## src/hw/rtl/sfrc_pkg.sv

```systemverilog
package sfrc_pkg;

    // Configuration register indexes
    localparam logic [2:0] CFG_HEADER_FIRST  = 3'd0;
    localparam logic [2:0] CFG_HEADER_SECOND = 3'd1;
    localparam logic [2:0] CFG_TAIL_FIRST    = 3'd2;
    localparam logic [2:0] CFG_TAIL_SECOND   = 3'd3;
    localparam logic [2:0] CFG_TYPE_MASK     = 3'd4;

    // Result status codes
    localparam logic [1:0] ST_DELIVERED = 2'd0;
    localparam logic [1:0] ST_BAD_SUM   = 2'd1;
    localparam logic [1:0] ST_NO_HANDLER = 2'd2;

    localparam int QUEUE_DEPTH = 2;

    typedef struct packed {
        logic [7:0] header_first;
        logic [7:0] header_second;
        logic [7:0] tail_first;
        logic [7:0] tail_second;
        logic [7:0] type_mask;
    } t_cfg;

    // One completed frame, passed from parser to checker
    typedef struct packed {
        logic [7:0]  kind;
        logic [3:0]  count;
        logic [63:0] payload;
        logic [15:0] sum;
        logic [15:0] sent_sum;
    } t_frame_rec;

endpackage

```

## src/hw/rtl/sfrc_front.sv

```systemverilog
module sfrc_front import sfrc_pkg::*; #(
    parameter int PAYLOAD_MAX = 8
) (
    input  logic       i_clk,
    input  logic       i_rst_n,
    input  t_cfg       i_cfg,
    input  logic       i_beat,
    input  logic [7:0] i_rx_byte,
    output logic       o_rec_push,
    output t_frame_rec o_rec
);

    localparam logic [3:0] PH_HEAD1 = 4'd0;
    localparam logic [3:0] PH_HEAD2 = 4'd1;
    localparam logic [3:0] PH_KIND  = 4'd2;
    localparam logic [3:0] PH_LEN   = 4'd3;
    localparam logic [3:0] PH_DATA  = 4'd4;
    localparam logic [3:0] PH_SUMH  = 4'd5;
    localparam logic [3:0] PH_SUML  = 4'd6;
    localparam logic [3:0] PH_TAIL1 = 4'd7;
    localparam logic [3:0] PH_TAIL2 = 4'd8;

    logic [3:0]  r_phase, n_phase;
    logic [7:0]  r_kind;
    logic [3:0]  r_count;
    logic [3:0]  r_fill;
    logic [63:0] r_payload;
    logic [15:0] r_sum;
    logic [7:0]  r_sent_hi;
    logic [7:0]  r_sent_lo;

    logic [3:0]  w_len_clamped;
    logic [3:0]  w_fill_next;

    assign w_len_clamped = (i_rx_byte > 8'(PAYLOAD_MAX)) ? 4'(PAYLOAD_MAX) : i_rx_byte[3:0];
    assign w_fill_next   = r_fill + 4'd1;

    always_comb begin
        n_phase = r_phase;
        unique case (r_phase)
            PH_HEAD1: if (i_rx_byte == i_cfg.header_first) n_phase = PH_HEAD2;
            PH_HEAD2: n_phase = (i_rx_byte == i_cfg.header_second) ? PH_KIND : PH_HEAD1;
            PH_KIND:  n_phase = PH_LEN;
            PH_LEN:   n_phase = (w_len_clamped != 4'd0) ? PH_DATA : PH_SUMH;
            PH_DATA:  if (w_fill_next >= r_count) n_phase = PH_SUMH;
            PH_SUMH:  n_phase = PH_SUML;
            PH_SUML:  n_phase = PH_TAIL1;
            PH_TAIL1: n_phase = (i_rx_byte == i_cfg.tail_first) ? PH_TAIL2 : PH_HEAD1;
            PH_TAIL2: n_phase = PH_HEAD1;
            default:  n_phase = PH_HEAD1;
        endcase
    end

    always_ff @(posedge i_clk) begin
        if (!i_rst_n) begin
            r_phase <= PH_HEAD1;
        end else if (i_beat) begin
            r_phase <= n_phase;
        end
    end

    // Frame payload registers; old bytes are cleared at the length byte
    always_ff @(posedge i_clk) begin
        if (i_beat) begin
            case (r_phase)
                PH_KIND: r_kind <= i_rx_byte;
                PH_LEN: begin
                    r_count   <= w_len_clamped;
                    r_fill    <= 4'd0;
                    r_payload <= '0;
                    r_sum     <= 16'(r_kind) + 16'(w_len_clamped);
                end
                PH_DATA: begin
                    r_payload[8*r_fill[2:0] +: 8] <= i_rx_byte;
                    r_fill <= w_fill_next;
                    r_sum  <= r_sum + 16'(i_rx_byte);
                end
                PH_SUMH: r_sent_hi <= i_rx_byte;
                PH_SUML: r_sent_lo <= i_rx_byte;
                default: ;
            endcase
        end
    end

    assign o_rec_push = i_beat && (r_phase == PH_TAIL2) && (i_rx_byte == i_cfg.tail_second);

    assign o_rec.kind     = r_kind;
    assign o_rec.count    = r_count;
    assign o_rec.payload  = r_payload;
    assign o_rec.sum      = r_sum;
    assign o_rec.sent_sum = {r_sent_hi, r_sent_lo};

endmodule

```

## src/hw/rtl/sfrc_queue.sv

```systemverilog
module sfrc_queue import sfrc_pkg::*; (
    input  logic       i_clk,
    input  logic       i_rst_n,
    input  logic       i_push,
    input  t_frame_rec i_rec,
    input  logic       i_pop,
    output logic       o_full,
    output logic       o_valid,
    output t_frame_rec o_rec
);

    localparam int PTR_W = $clog2(QUEUE_DEPTH);
    localparam int CNT_W = $clog2(QUEUE_DEPTH + 1);

    t_frame_rec r_mem [QUEUE_DEPTH];
    logic [PTR_W-1:0] r_wptr;
    logic [PTR_W-1:0] r_rptr;
    logic [CNT_W-1:0] r_cnt;

    logic w_wr;
    logic w_rd;

    assign o_full  = (r_cnt == CNT_W'(QUEUE_DEPTH));
    assign o_valid = (r_cnt != '0);
    assign o_rec   = r_mem[r_rptr];

    assign w_wr = i_push && !o_full;
    assign w_rd = i_pop && o_valid;

    always_ff @(posedge i_clk) begin
        if (!i_rst_n) begin
            r_wptr <= '0;
            r_rptr <= '0;
            r_cnt  <= '0;
        end else begin
            if (w_wr) begin
                r_wptr <= (r_wptr == PTR_W'(QUEUE_DEPTH - 1)) ? '0 : r_wptr + 1'b1;
            end
            if (w_rd) begin
                r_rptr <= (r_rptr == PTR_W'(QUEUE_DEPTH - 1)) ? '0 : r_rptr + 1'b1;
            end
            if (w_wr && !w_rd) begin
                r_cnt <= r_cnt + 1'b1;
            end else if (w_rd && !w_wr) begin
                r_cnt <= r_cnt - 1'b1;
            end
        end
    end

    always_ff @(posedge i_clk) begin
        if (w_wr) begin
            r_mem[r_wptr] <= i_rec;
        end
    end

endmodule

```

## src/hw/rtl/sfrc_back.sv

```systemverilog
module sfrc_back import sfrc_pkg::*; #(
    parameter int TYPE_COUNT = 8
) (
    input  logic        i_clk,
    input  logic        i_rst_n,
    input  logic [7:0]  i_type_mask,
    input  logic        i_rec_valid,
    input  t_frame_rec  i_rec,
    output logic        o_rec_pop,
    output logic        o_out_valid,
    input  logic        i_out_take,
    output logic [1:0]  o_frame_status,
    output logic [7:0]  o_frame_kind,
    output logic [3:0]  o_payload_count,
    output logic [63:0] o_payload_bytes,
    output logic [15:0] o_computed_sum
);

    logic        r_valid;
    logic [1:0]  r_status;
    logic [7:0]  r_kind;
    logic [3:0]  r_count;
    logic [63:0] r_payload;
    logic [15:0] r_sum;

    logic       w_enabled;
    logic [1:0] w_status;

    assign w_enabled = ({24'd0, i_rec.kind} < 32'(TYPE_COUNT)) && (i_rec.kind < 8'd8)
                       && i_type_mask[i_rec.kind[2:0]];

    always_comb begin
        if (i_rec.sum != i_rec.sent_sum) begin
            w_status = ST_BAD_SUM;
        end else if (!w_enabled) begin
            w_status = ST_NO_HANDLER;
        end else begin
            w_status = ST_DELIVERED;
        end
    end

    // Output register refills in the cycle it is taken, if a record is queued
    assign o_rec_pop = i_rec_valid && (!r_valid || i_out_take);

    always_ff @(posedge i_clk) begin
        if (!i_rst_n) begin
            r_valid <= 1'b0;
        end else if (o_rec_pop) begin
            r_valid <= 1'b1;
        end else if (i_out_take) begin
            r_valid <= 1'b0;
        end
    end

    always_ff @(posedge i_clk) begin
        if (o_rec_pop) begin
            r_status  <= w_status;
            r_kind    <= i_rec.kind;
            r_count   <= i_rec.count;
            r_payload <= i_rec.payload;
            r_sum     <= i_rec.sum;
        end
    end

    assign o_out_valid     = r_valid;
    assign o_frame_status  = r_status;
    assign o_frame_kind    = r_kind;
    assign o_payload_count = r_count;
    assign o_payload_bytes = r_payload;
    assign o_computed_sum  = r_sum;

endmodule

```

## src/hw/rtl/serial_frame_receiver_checksum.sv

```systemverilog
// Serial frame receiver with additive checksum.
//
// Input side is a queue write port: one received byte per beat on i_rx_byte,
// taken when push is high and full is low. Frames are header_first,
// header_second, type, length, payload (length clamped to PAYLOAD_MAX),
// checksum high, checksum low, tail_first, tail_second.
// Result side is a queue read port: while empty is low the oldest frame
// report sits on the o_* ports; pop takes it. One report per frame that ends
// in a matching tail_second byte; status says delivered, bad checksum or no
// handler for the type.
// Throughput: one byte per cycle while full is low. The parser FSM keeps a running sum, so the
// only per-byte work is one 16-bit add. A report passes from the tail_second
// beat via the record queue, then the checker output register, to empty low.
// The parser stalls (full high) only when the 2-entry record queue between
// parser and checker is full, i.e. when the receiver has left reports
// unpopped; a held report does not block the next bytes otherwise.
// Reset (i_rst_n low, synchronous): parser waits for header_first, queues
// empty, all config registers zero. Config writes are taken at any index;
// indexes above the type mask are ignored.
module serial_frame_receiver_checksum import sfrc_pkg::*; #(
    parameter int PAYLOAD_MAX = 8,
    parameter int TYPE_COUNT  = 8
) (
    input  logic        i_clk,
    input  logic        i_rst_n,
    // config write port
    input  logic        i_cfg_we,
    input  logic [2:0]  i_cfg_addr,
    input  logic [7:0]  i_cfg_wdata,
    // byte input
    input  logic        push,
    output logic        full,
    input  logic [7:0]  i_rx_byte,
    // frame reports
    output logic        empty,
    input  logic        pop,
    output logic [1:0]  o_frame_status,
    output logic [7:0]  o_frame_kind,
    output logic [3:0]  o_payload_count,
    output logic [63:0] o_payload_bytes,
    output logic [15:0] o_computed_sum
);

    t_cfg       r_cfg;
    logic       w_beat;
    logic       w_rec_push;
    t_frame_rec w_front_rec;
    logic       w_q_full;
    logic       w_q_valid;
    logic       w_q_pop;
    t_frame_rec w_q_rec;
    logic       w_out_valid;

    // Configuration registers
    always_ff @(posedge i_clk) begin
        if (!i_rst_n) begin
            r_cfg <= '0;
        end else if (i_cfg_we) begin
            unique case (i_cfg_addr)
                CFG_HEADER_FIRST:  r_cfg.header_first  <= i_cfg_wdata;
                CFG_HEADER_SECOND: r_cfg.header_second <= i_cfg_wdata;
                CFG_TAIL_FIRST:    r_cfg.tail_first    <= i_cfg_wdata;
                CFG_TAIL_SECOND:   r_cfg.tail_second   <= i_cfg_wdata;
                CFG_TYPE_MASK:     r_cfg.type_mask     <= i_cfg_wdata;
                default: ;
            endcase
        end
    end

    // Any byte may close a frame, so hold input whenever the queue is full
    assign full   = w_q_full;
    assign w_beat = push && !full;

    sfrc_front #(
        .PAYLOAD_MAX(PAYLOAD_MAX)
    ) u_front (
        .i_clk      (i_clk),
        .i_rst_n    (i_rst_n),
        .i_cfg      (r_cfg),
        .i_beat     (w_beat),
        .i_rx_byte  (i_rx_byte),
        .o_rec_push (w_rec_push),
        .o_rec      (w_front_rec)
    );

    sfrc_queue u_queue (
        .i_clk   (i_clk),
        .i_rst_n (i_rst_n),
        .i_push  (w_rec_push),
        .i_rec   (w_front_rec),
        .i_pop   (w_q_pop),
        .o_full  (w_q_full),
        .o_valid (w_q_valid),
        .o_rec   (w_q_rec)
    );

    sfrc_back #(
        .TYPE_COUNT(TYPE_COUNT)
    ) u_back (
        .i_clk           (i_clk),
        .i_rst_n         (i_rst_n),
        .i_type_mask     (r_cfg.type_mask),
        .i_rec_valid     (w_q_valid),
        .i_rec           (w_q_rec),
        .o_rec_pop       (w_q_pop),
        .o_out_valid     (w_out_valid),
        .i_out_take      (pop),
        .o_frame_status  (o_frame_status),
        .o_frame_kind    (o_frame_kind),
        .o_payload_count (o_payload_count),
        .o_payload_bytes (o_payload_bytes),
        .o_computed_sum  (o_computed_sum)
    );

    assign empty = !w_out_valid;

    // A report can only appear after a record left the queue
    a_report_from_queue: assert property (@(posedge i_clk) disable iff (!i_rst_n)
        $fell(empty) |-> $past(w_q_valid))
        else $error("report appeared without a queued frame");

    // Status is one of the three defined codes
    a_status_code: assert property (@(posedge i_clk) disable iff (!i_rst_n)
        !empty |-> (o_frame_status == ST_DELIVERED || o_frame_status == ST_BAD_SUM
                    || o_frame_status == ST_NO_HANDLER))
        else $error("undefined frame status");

    // Clamped length never exceeds the payload store
    a_count_clamped: assert property (@(posedge i_clk) disable iff (!i_rst_n)
        !empty |-> (o_payload_count <= 4'(PAYLOAD_MAX)))
        else $error("payload count above limit");

    // A delivered frame has a type inside the handler table
    a_delivered_kind: assert property (@(posedge i_clk) disable iff (!i_rst_n)
        (!empty && o_frame_status == ST_DELIVERED) |-> (o_frame_kind < 8'd8))
        else $error("delivered frame with out-of-range type");

endmodule
```

## config.mk

```make
export PLATFORM = sky130hd
export DESIGN_NAME = serial_frame_receiver_checksum
export DESIGN_NICKNAME = d
export VERILOG_FILES = /design/src/hw/rtl/sfrc_pkg.sv /design/src/hw/rtl/sfrc_front.sv /design/src/hw/rtl/sfrc_queue.sv /design/src/hw/rtl/sfrc_back.sv /design/src/hw/rtl/serial_frame_receiver_checksum.sv
export SDC_FILE = /design/constraint.sdc
export NUM_CORES = 1
export LEC_CHECK = 0
export ABC_AREA = 1
export CORE_ASPECT_RATIO = 0.9
export CORE_MARGIN = 5
export CORE_UTILIZATION = 62
export CTS_CLUSTER_DIAMETER = 120
export DETAILED_ROUTE_END_ITERATION = 7
export DONT_BUFFER_PORTS = 1
export PLACE_DENSITY = 0.78
export REMOVE_ABC_BUFFERS = 1
export SETUP_SLACK_MARGIN = 0.4
export SYNTH_ARGS = -nofsm -noshare
export SYNTH_HDL_FRONTEND = slang
export SYNTH_SLANG_ARGS = --single-unit
```

## constraint.sdc

```tcl
create_clock -name i_clk -period 10.9 [get_ports i_clk]
set_input_delay 1.09 -clock i_clk [delete_from_list [all_inputs] [get_ports i_clk]]
set_output_delay 1.09 -clock i_clk [all_outputs]
set_load 0.01 [all_outputs]
```

After elaboration in Yosys (flattened, before gate mapping)
Memory sizes are Yosys's and may differ from the RTL's. A register that Yosys moved wholly into a read port is not among the register bits.
Cells that the tools add are included.
{ "totals": {"ff_bits": 255, "latchBits": 0, "ramBits": 216, "mem_bits_ro": 0, "inputBits": 24, "output_inout_bits": 96, "elab_cells": 115, "memories": 1} }
{ "mem_list": {"columns": ["name", "words", "width", "rd", "rd_clocked_by_memory_dff", "wr", "line_no", "source"], "rows": [
  ["u_queue.r_mem", 2, 108, 1, 1, 1, "sfrc_queue.sv:15", "t_frame_rec r_mem [QUEUE_DEPTH];"]
]} }
{ "op_classes": {"addsub": 8, "multipliers": 0, "n_div": 0, "magnitude_cmp": 5, "n_eq_ne": 20, "shifts": 2, "muxes": 24, "bitwise_logic": 0, "n_reduce_logical": 33} }
{ "ops": {"columns": ["cell", "count"], "rows": [
  ["case mux 64 bit (2 select lines)", 1],
  ["bitwise mux 64 bit", 1],
  ["variable shift 8 x 34 -> 64 bit, first input constant", 1],
  ["indexed part select 8 x 34 -> 64 bit", 1],
  ["negator 6 -> 34 bit", 1],
  ["equality test 8 bit", 4],
  ["case mux 16 bit (2 select lines)", 1],
  ["case mux 4 bit (8 select lines)", 1],
  ["AND reduction 2 bit", 10],
  ["adder 16 x 8 -> 16 bit", 1],
  ["equality test 4 x 3 -> 1 bit, second input constant", 4],
  ["less-than comparator 8 x 4 -> 1 bit, second input constant", 2],
  ["2-to-1 mux 4 bit", 4],
  ["inequality test 16 bit", 1],
  ["logical AND 1 bit", 10],
  ["2-to-1 mux 1 bit", 10],
  ["adder 8 x 4 -> 9 bit", 1],
  ["equality test 4 x 2 -> 1 bit, second input constant", 2],
  ["greater-than comparator 8 x 4 -> 1 bit, second input constant", 1],
  ["2-to-1 mux 2 bit", 4],
  ["case mux 4 bit (2 select lines)", 1],
  ["nonzero test 2 bit", 4],
  ["equality test 3 x 2 -> 1 bit, second input constant", 2],
  ["adder 4 x 1 -> 4 bit, second input constant", 1],
  ["18 further kinds", 23]
]} }

Depth between registers and ports, before layout
Gate-level depths: netlist (run 1).
{ "logic_depth": {"word_depth": 10, "depth_mapped": 16, "ltp_nobuf": 15} }

Modules after synthesis
Synthesis (run 1) repeated with hierarchy kept, for this count alone.
{ "hier_totals": {"hier_cells": 1551, "area_unflattened_um2": 19516.2} }
{ "modules_own_cells": {"columns": ["module", "instances", "cells_each", "area_each_um2", "seq_area_each_um2"], "rows": [
  ["sfrc_queue", 1, 373, 8104.0, 6586.3],
  ["sfrc_front", 1, 724, 6485.0, 3443.3],
  ["sfrc_back", 1, 214, 3300.7, 2842.7],
  ["serial_frame_receiver_checksum", 1, 240, 1626.6, 800.8]
]} }

Least setup slack after synthesis (run 1)
OpenSTA, ideal clock, no wires.
{ "synth_path": {"path_type": "input -> register", "from": "input i_rx_byte[3]", "to": "memory u_queue.r_mem[0][0] in the netlist's numbering, enable pin", "setup_time_ns": 0.707, "arrival_time_ns": 9.026, "t_required_ns": 10.193, "setup_slack_ns": 1.167, "stages": 6, "n_path_buf": 1, "path_cell_list": "buf_2 inv_2 nand2_1 a21oi_1 o2111ai_1 nor3_1"} }
{ "synth_between": {"elab_chain_cells": 5} }
{ "synth_lines": {"columns": ["element", "line_no", "source"], "rows": [
  ["start: declaration", "serial_frame_receiver_checksum.sv:33", "input logic [7:0] i_rx_byte,"],
  ["equality test 8 bit", "sfrc_front.sv:85", "assign o_rec_push = i_beat && (r_phase == PH_TAIL2) && (i_rx_byte == i_cfg.tail_second);"],
  ["logical AND 1 bit", "sfrc_front.sv:85", null],
  ["logical AND 1 bit", "sfrc_queue.sv:27", "assign w_wr = i_push && !o_full;"],
  ["2-to-1 mux 1 bit", "sfrc_queue.sv:51", "if (w_wr) begin"],
  ["2-to-1 mux 1 bit (implied by the code)", "sfrc_queue.sv:52", "r_mem[r_wptr] <= i_rec;"],
  ["end: declaration", "sfrc_queue.sv:15", null]
]} }
Every way passes these cells.

Final worst setup path (run 1)
{ "layout_path": {"from": "register u_front.r_phase[2]", "to": "register u_front.r_payload[17], enable pin"} }
{ "layout_between": {"elab_chain_cells": 3, "elab_cells_between_ends": 4, "cone_classes": "2 x eq/ne; 2 x reduce/logical"} }
{ "layout_lines": {"columns": ["element", "line_no", "source"], "rows": [
  ["start: declaration", "sfrc_front.sv:23", "logic [3:0] r_phase, n_phase;"],
  ["start signal: assignment", "sfrc_front.sv:58", "r_phase <= n_phase;"],
  ["equality test 4 x 2 -> 1 bit or equality test 4 x 3 -> 1 bit (tied branches)", "sfrc_front.sv:65", "case (r_phase)"],
  ["nonzero test 2 bit (no line) *", null, null],
  ["AND reduction 2 bit (no line) *", null, null],
  ["end signal: indexed assignment", "sfrc_front.sv:74", "r_payload[8*r_fill[2:0] +: 8] <= i_rx_byte;"],
  ["end: declaration", "sfrc_front.sv:27", "logic [63:0] r_payload;"]
]} }
Mark *: on every way between the ends. The rest lies on a longest branch, timed or not.
A chain may end at the register's enable or synchronous reset.

==> results, run 1 <==
- The run finished with clean final reports.
- The number of enable-type register cells in the synthesized netlist is around 420.
- The count of instances resized after the clock tree is built is 0.
- The placement row count is 60.
- The prevailing post-synth register cell is edfxtp_1.
- The number of DRC violations after detailed-routing iteration 0 is 1201.
- The via count of the first global-routing pass is 10680.
- The die covers 34000 um^2.
- The final setup TNS is 0 ps.
- The cell area that synthesis handed to floorplanning was about 19000 um^2.
- Summing all multi-input logic gate instances after layout gives around 4500 um^2.
- The die is 193.8 um wide.
- In this run the number of H-tree levels came out at 2.
- The leakage power is between 7 and 8 nW.
- The first global-routing pass estimated 59.55 mm of wire.
- The proportion of synthesized chip area in sequential cells is 0.7252.
- The routed design could run at a clock period as short as roughly 3700 ps.
- The final-report max-slew violation count was 0.
- Across every metal layer, demand over resource in global routing totals 0.2193.
- The number of fill cells in the layout is roughly 2000.
- Setup repair after global routing left no endpoint under its margin.
- Each instance of the synthesized netlist takes up on average 12.12 um^2.
- For this run, the number of standard cells in the final layout without fillers is approximately 2000.
- The library cells used most frequently in the layout, excluding fill and tap cells, are edfxtp_1, nand2_1, nor2_1.
- Max-cap violations in this run came to 0.
- The layout overhead on the synthesized area is 9.556%.
- Counting flops and latches in the post-synthesis netlist gives around 470.
- The power density over the cells is between 200 and 250 nW/um^2.
- For this block, the routed nets add up to between 30 and 40 mm of wire.
- The number of detailed-route iterations in the first pass is 6.
- The startpoint class of the critical path is a flop.
- The die is roughly 180 um tall.
- No sink is reached through more buffers than the 3 on the longest clock path.
- The post-layout instance area is 20660 um^2.
- Across the VDD grid, the largest voltage drop is 0.1359 mV.
- Setup violations remaining at the end of the flow were counted as 0.
- The DRC violations left is 0.
- In the synthesized netlist the async set-or-reset flop fraction comes to 0.
- The number of sinks handled by clock tree synthesis is between 400 and 500.
- In this run the remaining antenna-violating nets after routing total 0.
- The number of clock buffers added by TritonCTS is 46.
- The critical path class is reg2reg.
- After detailed placement, the total cell area comes to about 19000 um^2.
- The most frequent standard cell in the layout excluding fill and tap cells is edfxtp_1.
- Clock skew on the completed layout was measured at 16.88 ps.
- After clock tree synthesis, the clock-pin slew on the worst setup and hold paths is approximately 60 ps.
- In the finished design, the share of the clock period the worst path needs comes to 0.3411.
- The remaining max-slew budget at the tightest pin is 0.2351.
- The post-CTS repair timing setup buffer count is 0.
- The worst-margin pin slew is about 1100 ps.
- After floorplanning, the core was sized to cover 29950 um^2.
- Static timing analysis puts the maximum clock frequency at around 270 MHz.
- The net count of the finished layout is roughly 1600.
- The biggest fanout along the worst timing path is slightly above 70.
- Of the cells placed in the final design, the portion with a size suffix greater than 1 is 0.07760.
- The area used by sequential logic in the layout is around 14000 um^2.
- The number of endpoints with negative hold slack in the final report came to 0.
- Clock tree synthesis selected as its root buffer the cell clkbuf_16.
- The worst-skew pair later-pin latency is around 540 ps.
- The number of placed instances, taps included, is 1917.
- The data arrival time at the worst-slack endpoint is roughly 3900 ps.
- The post-DP HPWL is 24.31 mm.
- The path class of the lowest-slack min-delay path is reg2reg.
- The initial antenna violation count came to 0.
- The detailed router placed around 11000 vias in this run.
- The synthesized netlist cell count is 1556.
- Synthesis instantiated 44 different standard cells from the library.
- TritonCTS built the clock tree.
- The initial utilization of the core area, before any placement, comes to 0.6294.
- In this run the register-to-register setup slack is about 7200 ps.
- For this run the aggregate overflow at the end of global routing stands at 0.
- The wire length per cell is between 15 and 20 um.
- The number of buffers added on ports is 0.
- The pin count of the biggest net entering global routing is 79.
- After detailed routing, the number of vias per cell comes to 5.702.
- At the worst endpoint, the required time is 11060 ps.
- The type of element capturing the critical path is a flop.
- 120 I/O pins were placed.
- The antenna diode count is 0.
- The congestion estimate from routability-driven global placement came to between 0.9 and 1.
- The Yosys step of the flow raised 0 warnings.
- For this design, the CTS-stage hold fixing added 0 buffers.
routing by layer:
metal	vias up	routed length, um	track usage
met5	-	0	0
li1	5388	-	-
met4	0	736	0.05067
met2	529	17720	0.3443
met1	5433	16490	0.3257
met3	59	3138	0.04200
sequential cells by signal (all words and copies together) (netlist names), named ones only:
register and count:
u_front.r_count 4, u_front.r_fill 4, u_front.r_sent_hi 8, u_back.o_computed_sum 16, r_cfg 40, u_queue.r_wptr 1
u_front.r_kind 8, u_front.r_payload 64, u_queue.r_rptr 1, u_front.r_sum 16, u_back.o_frame_status 2, u_queue.r_cnt 2
u_front.r_sent_lo 8, u_queue.r_mem 216, u_back.o_out_valid 1, u_back.o_payload_count 4, u_back.o_frame_kind 8, u_front.r_phase 4
u_back.o_payload_bytes 64
report_power, final:
group,total [mW],internal [mW],leakage [nW],switching [mW]
clock,1.54,0.905,0.731,0.638
sequential,2.38,2.21,4.44,0.172
combinational,0.500,0.129,2.50,0.372
total,4.42,3.24,7.67,1.18
layout make-up:
class / instances / area share
Sequential cell: 472 / 0.6621
Timing Repair Buffer: 10 / 0.003634
Clock inverter: 26 / 0.01115
Tap cell: 403 / 0.02441
Multi-Input combinational cell: 924 / 0.2185
Inverter: 108 / 0.01975
Clock buffer: 58 / 0.06039
final timing paths:
kind,depth (start not counted),start,end
worst min register to register,0,u_front.r_sent_lo[3],u_queue.r_mem[1][3]
worst max-delay path,6,u_front.r_phase[2],u_front.r_payload[17]
worst min-delay path,0,u_front.r_sent_lo[3],u_queue.r_mem[1][3]
worst max register to register,6,u_front.r_phase[2],u_front.r_payload[17]
Yosys cell counts (all sizes together) (6+ instances only):
master	instances	area [um^2]
nor3	13	81.33
clkbuf	20	76.32
inv	107	401.6
nand3	36	185.2
ha	20	250.2
nand2	370	1394
o21ai	125	636.9
xnor2	20	175.2
edfxtp	422	12670
or2	20	125.1
nand4	12	81.33
buf	32	212.7
nor4	6	37.54
o22ai	7	43.79
o21a	6	45.04
xor2	18	157.7
dfxtp	50	1001
a21oi	92	464.2
nor2	161	644.4
mux2i	7	70.07
cells by family (layout without fill, tap and decap cells):
logic type               Yosys count  count (layout)  synth area share
AND/OR/NAND/NOR                  621             621            0.1364
flip-flops                       472             472            0.7252
AO/OA/AOI/OAI                    237             237           0.06590
buffers and inverters            160             202           0.03683
XOR/XNOR                          38              38           0.01765
adder cells (fa/ha/maj)           21              21           0.01433
multiplexers                       7               7          0.003716
metrics by stage:
stage	utilization	worst slack, ps	hold WS (ps)	total power, mW
after floorplan	-	1310	421.5	2.783
after global placement	0.6403	7040	423.9	2.913
after detailed placement	0.6403	7040	431.8	2.934
after CTS	0.6896	7197	446.1	4.464
after global routing	0.6896	7003	449.6	4.613
final	0.6896	7183	444.0	4.424
worst max-delay path, stage by stage, from the launching register on:
cell	delay, ps
dfxtp_1	430
nand2_1	210
nor2_4	140
buf_4	540
inv_2	430
a21oi_4	790
buf_4	760
(Power assumes the default switching activity.)
==> run 2: changes to the inputs <==
- ABC_AREA: 1 -> 0
- clock period: 10.9 -> 3.65 ns (I/O delays scaled with it)
==> results, run 2 <==
- The post-DP HPWL is 21.52 mm (was 24.31 mm).
- The number of fill cells in the layout is 1929 (was 2010).
- The post-layout instance area is 20780 um^2 (was 20660 um^2).
- The data arrival time at the worst-slack endpoint is 3100 ps (was 3880 ps).
- The I/O pin count is 120 (unchanged).
- The peak supply drop is 0.3605 mV (was 0.1359 mV).
- The area used by sequential logic in the layout came to 13680 um^2 (unchanged).
- The pin count of the biggest net entering global routing was 109 (was 79).
- Top post-synthesis cells by count: edfxtp_1, nor2_1, nand2_1 (was edfxtp_1, nand2_1, nor2_1).
- The overall routing resource usage is 0.2145 (was 0.2193).
- Most used cells in the layout excluding fill and tap cells: edfxtp_1, nor2_1, nand2_1 (was edfxtp_1, nand2_1, nor2_1).
- The cell type with the highest aggregate area in the netlist is edfxtp_1 (unchanged).
- The part of the total power dissipated in sequential elements is 0.558 (was 0.538).
- The register ranked first by flip-flop count is u_queue.r_mem (unchanged).
- The clock transition at the register clock pins on the worst setup and hold paths after CTS is 60 ps (about the same).
- The total number of vias was 9906 (was 11410).
- The biggest fanout along the worst timing path is 15 (was 71).
- The first-pass GRT wire length came to 56.01 mm (was 59.55 mm).
- The cell chosen for the clock root is clkbuf_16 (unchanged).
- The last weighted congestion value of the routability-driven placer is 0.8652 (was 0.9597).
- The number of buffers on the longest clock path came to 3 (unchanged).
- The footprint of the multi-input gates is 4733 um^2 (was 4514 um^2).
- The worst-skew pair later-pin latency is 540 ps (about the same).
- The number of DRC violations after detailed-routing iteration 0 is 1050 (was 1201).
- Run status: completed (unchanged).
- The net switching share of the total power came to 0.2268 (was 0.2672).
- The number of buffers added by the clock tree synthesis step is 46 (unchanged).
- The required time of the worst setup path is 3890 ps (was 11060 ps).
- Leading post-synthesis cells by cell area: edfxtp_1, mux2_2, dfxtp_1 (was edfxtp_1, nand2_1, dfxtp_1).
- The maximum level of the CTS H-tree is 2 (unchanged).
- The wire length per cell was 21.16 um (was 19.03 um).
- The number of synthesized register bits was 472 (unchanged).
- The power density over the cells came to 567.4 nW/um^2 (was 214.1 nW/um^2).
- The number of buffers added on ports is 0 (unchanged).
- The internal portion of total power is 9.118 mW (was 3.242 mW).
- The distinct cell type count of the synthesized netlist is 50 (was 44).
- The leakage power is 7.360 nW (was 7.674 nW).
- The placement row count is 60 (unchanged).
- The part of the power in the clock network is 0.382 (was 0.349).
- The average cell area after synthesis came to 15.15 um^2 (was 12.12 um^2).
- The wire length on met2 was 16.92 mm (was 17.72 mm).
- The CTS tree is yes (unchanged).
- The worst-margin pin slew is 997.0 ps (was 1145 ps).
- The met1 wire length is 15.64 mm (was 16.49 mm).
- The starting density of the core is 0.6258 (was 0.6294).
- The number of flip-flops in the largest register is 216 (unchanged).
- The reg-to-reg critical path startpoint is u_front.r_fill[0] (was u_front.r_phase[2]).
- The final critical delay including setup and external delays was 2858 ps (was 3718 ps).
- The launching element of the worst setup path is u_front.r_fill[0] (was u_front.r_phase[2]).
- The number of enable-type register cells in the synthesized netlist is 422 (unchanged).
- The clock tree skew after final layout is 14.01 ps (was 16.88 ps).
- The initial antenna violation count is 0 (unchanged).
- The total congestion overflow is 0 (unchanged).
- The area share of the leading cell type in the synthesized netlist was 0.6794 (was 0.6721).
- The remaining max-slew budget at the tightest pin came to 0.3354 (was 0.2351).
- The via count of the first global-routing pass was 9820 (was 10680).
- The count of maximum capacitance violations is 0 (unchanged).
- The worst min-delay path startpoint is i_rst_n (was u_front.r_sent_lo[3]).
- RSZ-0062 raised after global routing: no (unchanged).
- The overall die area came to 33660 um^2 (was 34000 um^2).
- The total chip power was 11.79 mW (was 4.424 mW).
- The fraction of layout cells with a size suffix above 1 came to 0.1381 (was 0.07760).
- The total length of routed met3 wires is 2.469 mm (was 3.138 mm).
- The count of instances resized after the clock tree is built is 0 (unchanged).
- The number of nets in the final layout is 1307 (was 1607).
- The most frequent standard cell in the layout excluding fill and tap cells was edfxtp_1 (unchanged).
- The final number of setup-violating endpoints came to 0 (unchanged).
- The mean number of vias per cell came to 5.830 (was 5.702).
- The vertical die dimension was 174.5 um (was 175.4 um).
- The maximum achievable frequency was 349.9 MHz (was 269.0 MHz).
- The cell with the most instances after synthesis is edfxtp_1 (unchanged).
- The number of detailed-route iterations in the first pass came to 6 (unchanged).
- The proportion of synthesized chip area in sequential cells is 0.7331 (was 0.7252).
- The DRC violations left is 0 (unchanged).
- The switching power was 2.675 mW (was 1.182 mW).
- The number of sinks handled by clock tree synthesis came to 472 (unchanged).
- The number of endpoints with negative hold slack in the final report is 0 (unchanged).
- The final-report max-slew violation count was 0 (unchanged).
- The period utilization is 0.7829 (was 0.3411).
- The area of the core region was 29800 um^2 (was 29950 um^2).
- The number of warnings printed during yosys synthesis is 0 (unchanged).
- The type of element capturing the critical path is a flop (unchanged).
- The part of the power in combinational logic is 0.060 (was 0.113).
- The final wirelength is 35.95 mm (was 38.08 mm).
- The uppermost signal routing layer after detailed routing is met4 (unchanged).
- The critical path class is reg2reg (unchanged).
- The layout overhead on the synthesized area is 11.44% (was 9.556%).
- The startpoint class of the critical path is a flop (unchanged).
- The cell area after placement is 19180 um^2 (about the same).
- The prevailing post-synth register cell is edfxtp_1 (unchanged).
- The path class of the lowest-slack min-delay path is in2reg (was reg2reg).
- The horizontal die dimension came to 192.8 um (was 193.8 um).
- The post-route antenna net violation count is 0 (unchanged).
- The synthesized netlist cell count is 1231 (was 1556).
- The fraction of registers with async set or reset after synthesis is 0 (unchanged).
- The antenna diode count was 0 (unchanged).
- The netlist area before placement is 18650 um^2 (was 18850 um^2).
[run 2: kinds of logic after synthesis]
logic type               count (synthesis)  share of synthesized area
adder cells (fa/ha/maj)                 21                    0.01449
multiplexers                           146                    0.08439
flip-flops                             472                     0.7331
buffers and inverters                   71                    0.01543
AO/OA/AOI/OAI                          115                    0.03569
AND/OR/NAND/NOR                        321                    0.07701
XOR/XNOR                                85                    0.03991
[run 2: worst max-delay path: stages, from the launching register on]
cell and delay [ps]:
edfxtp_1 620, inv_1 130, ha_1 230, ha_1 350, nor2_1 230, nand4_1 570, mux2i_1 350, nor2_1 70
[run 2: layout make-up]
class,count,share of cell area
well taps,403,0.02426
multi-input cells,688,0.2277
inverters,23,0.004154
clock buffers,54,0.05683
repair buffers,31,0.01686
clock inverters,28,0.01216
flip-flops and latches,472,0.6580
[run 2: path summary, 6_finish.rpt]
kind	end	slack, ps	depth (start not counted)
worst min-delay path	r_cfg[16]	50	2
worst max-delay path	u_front.r_payload[0]	790	7
worst min register to register	u_queue.r_mem[0][1]	450	0
worst max register to register	u_front.r_payload[0]	790	7
[run 2: what timing repair did]
action,CTS,global route
setup endpoints to repair,0,0
buffers inserted,0,0
endpoints found under the hold margin,67,0
hold buffers,17,0
[run 2: power groups by stage]
stage / sequential, mW / combinational (mW) / clock, mW
6_report: 6.58 / 0.705 / 4.51
5_1_grt: 6.62 / 0.767 / 4.82
4_1_cts: 6.60 / 0.728 / 4.58
3_5_place_dp: 6.71 / 0.691 / 0
3_3_place_gp: 6.70 / 0.684 / 0
2_1_floorplan: 6.89 / 0.578 / 0
[run 2: per-stage QoR]
step | hold WS [ps] | worst slack [ps] | cells | TNS, ps | utilization
global route | 40.12 | 557.4 | 1699 | 0 | 0.6974
finish | 54.84 | 792.3 | 1699 | 0 | 0.6974
CTS | 40.60 | 825.1 | 1699 | 0 | 0.6974
global placement | 424.7 | 1027 | 1600 | 0 | 0.6436
detailed placement | 431.1 | 843.6 | 1600 | 0 | 0.6436
floorplan | 421.5 | -2896 | 1183 | -728990 | -
[run 2: routing by layer]
layer	vias to the layer above	global-route usage
li1	4582	-
met5	-	0
met1	4879	0.3143
met3	73	0.04036
met2	372	0.3351
met4	0	0.05853
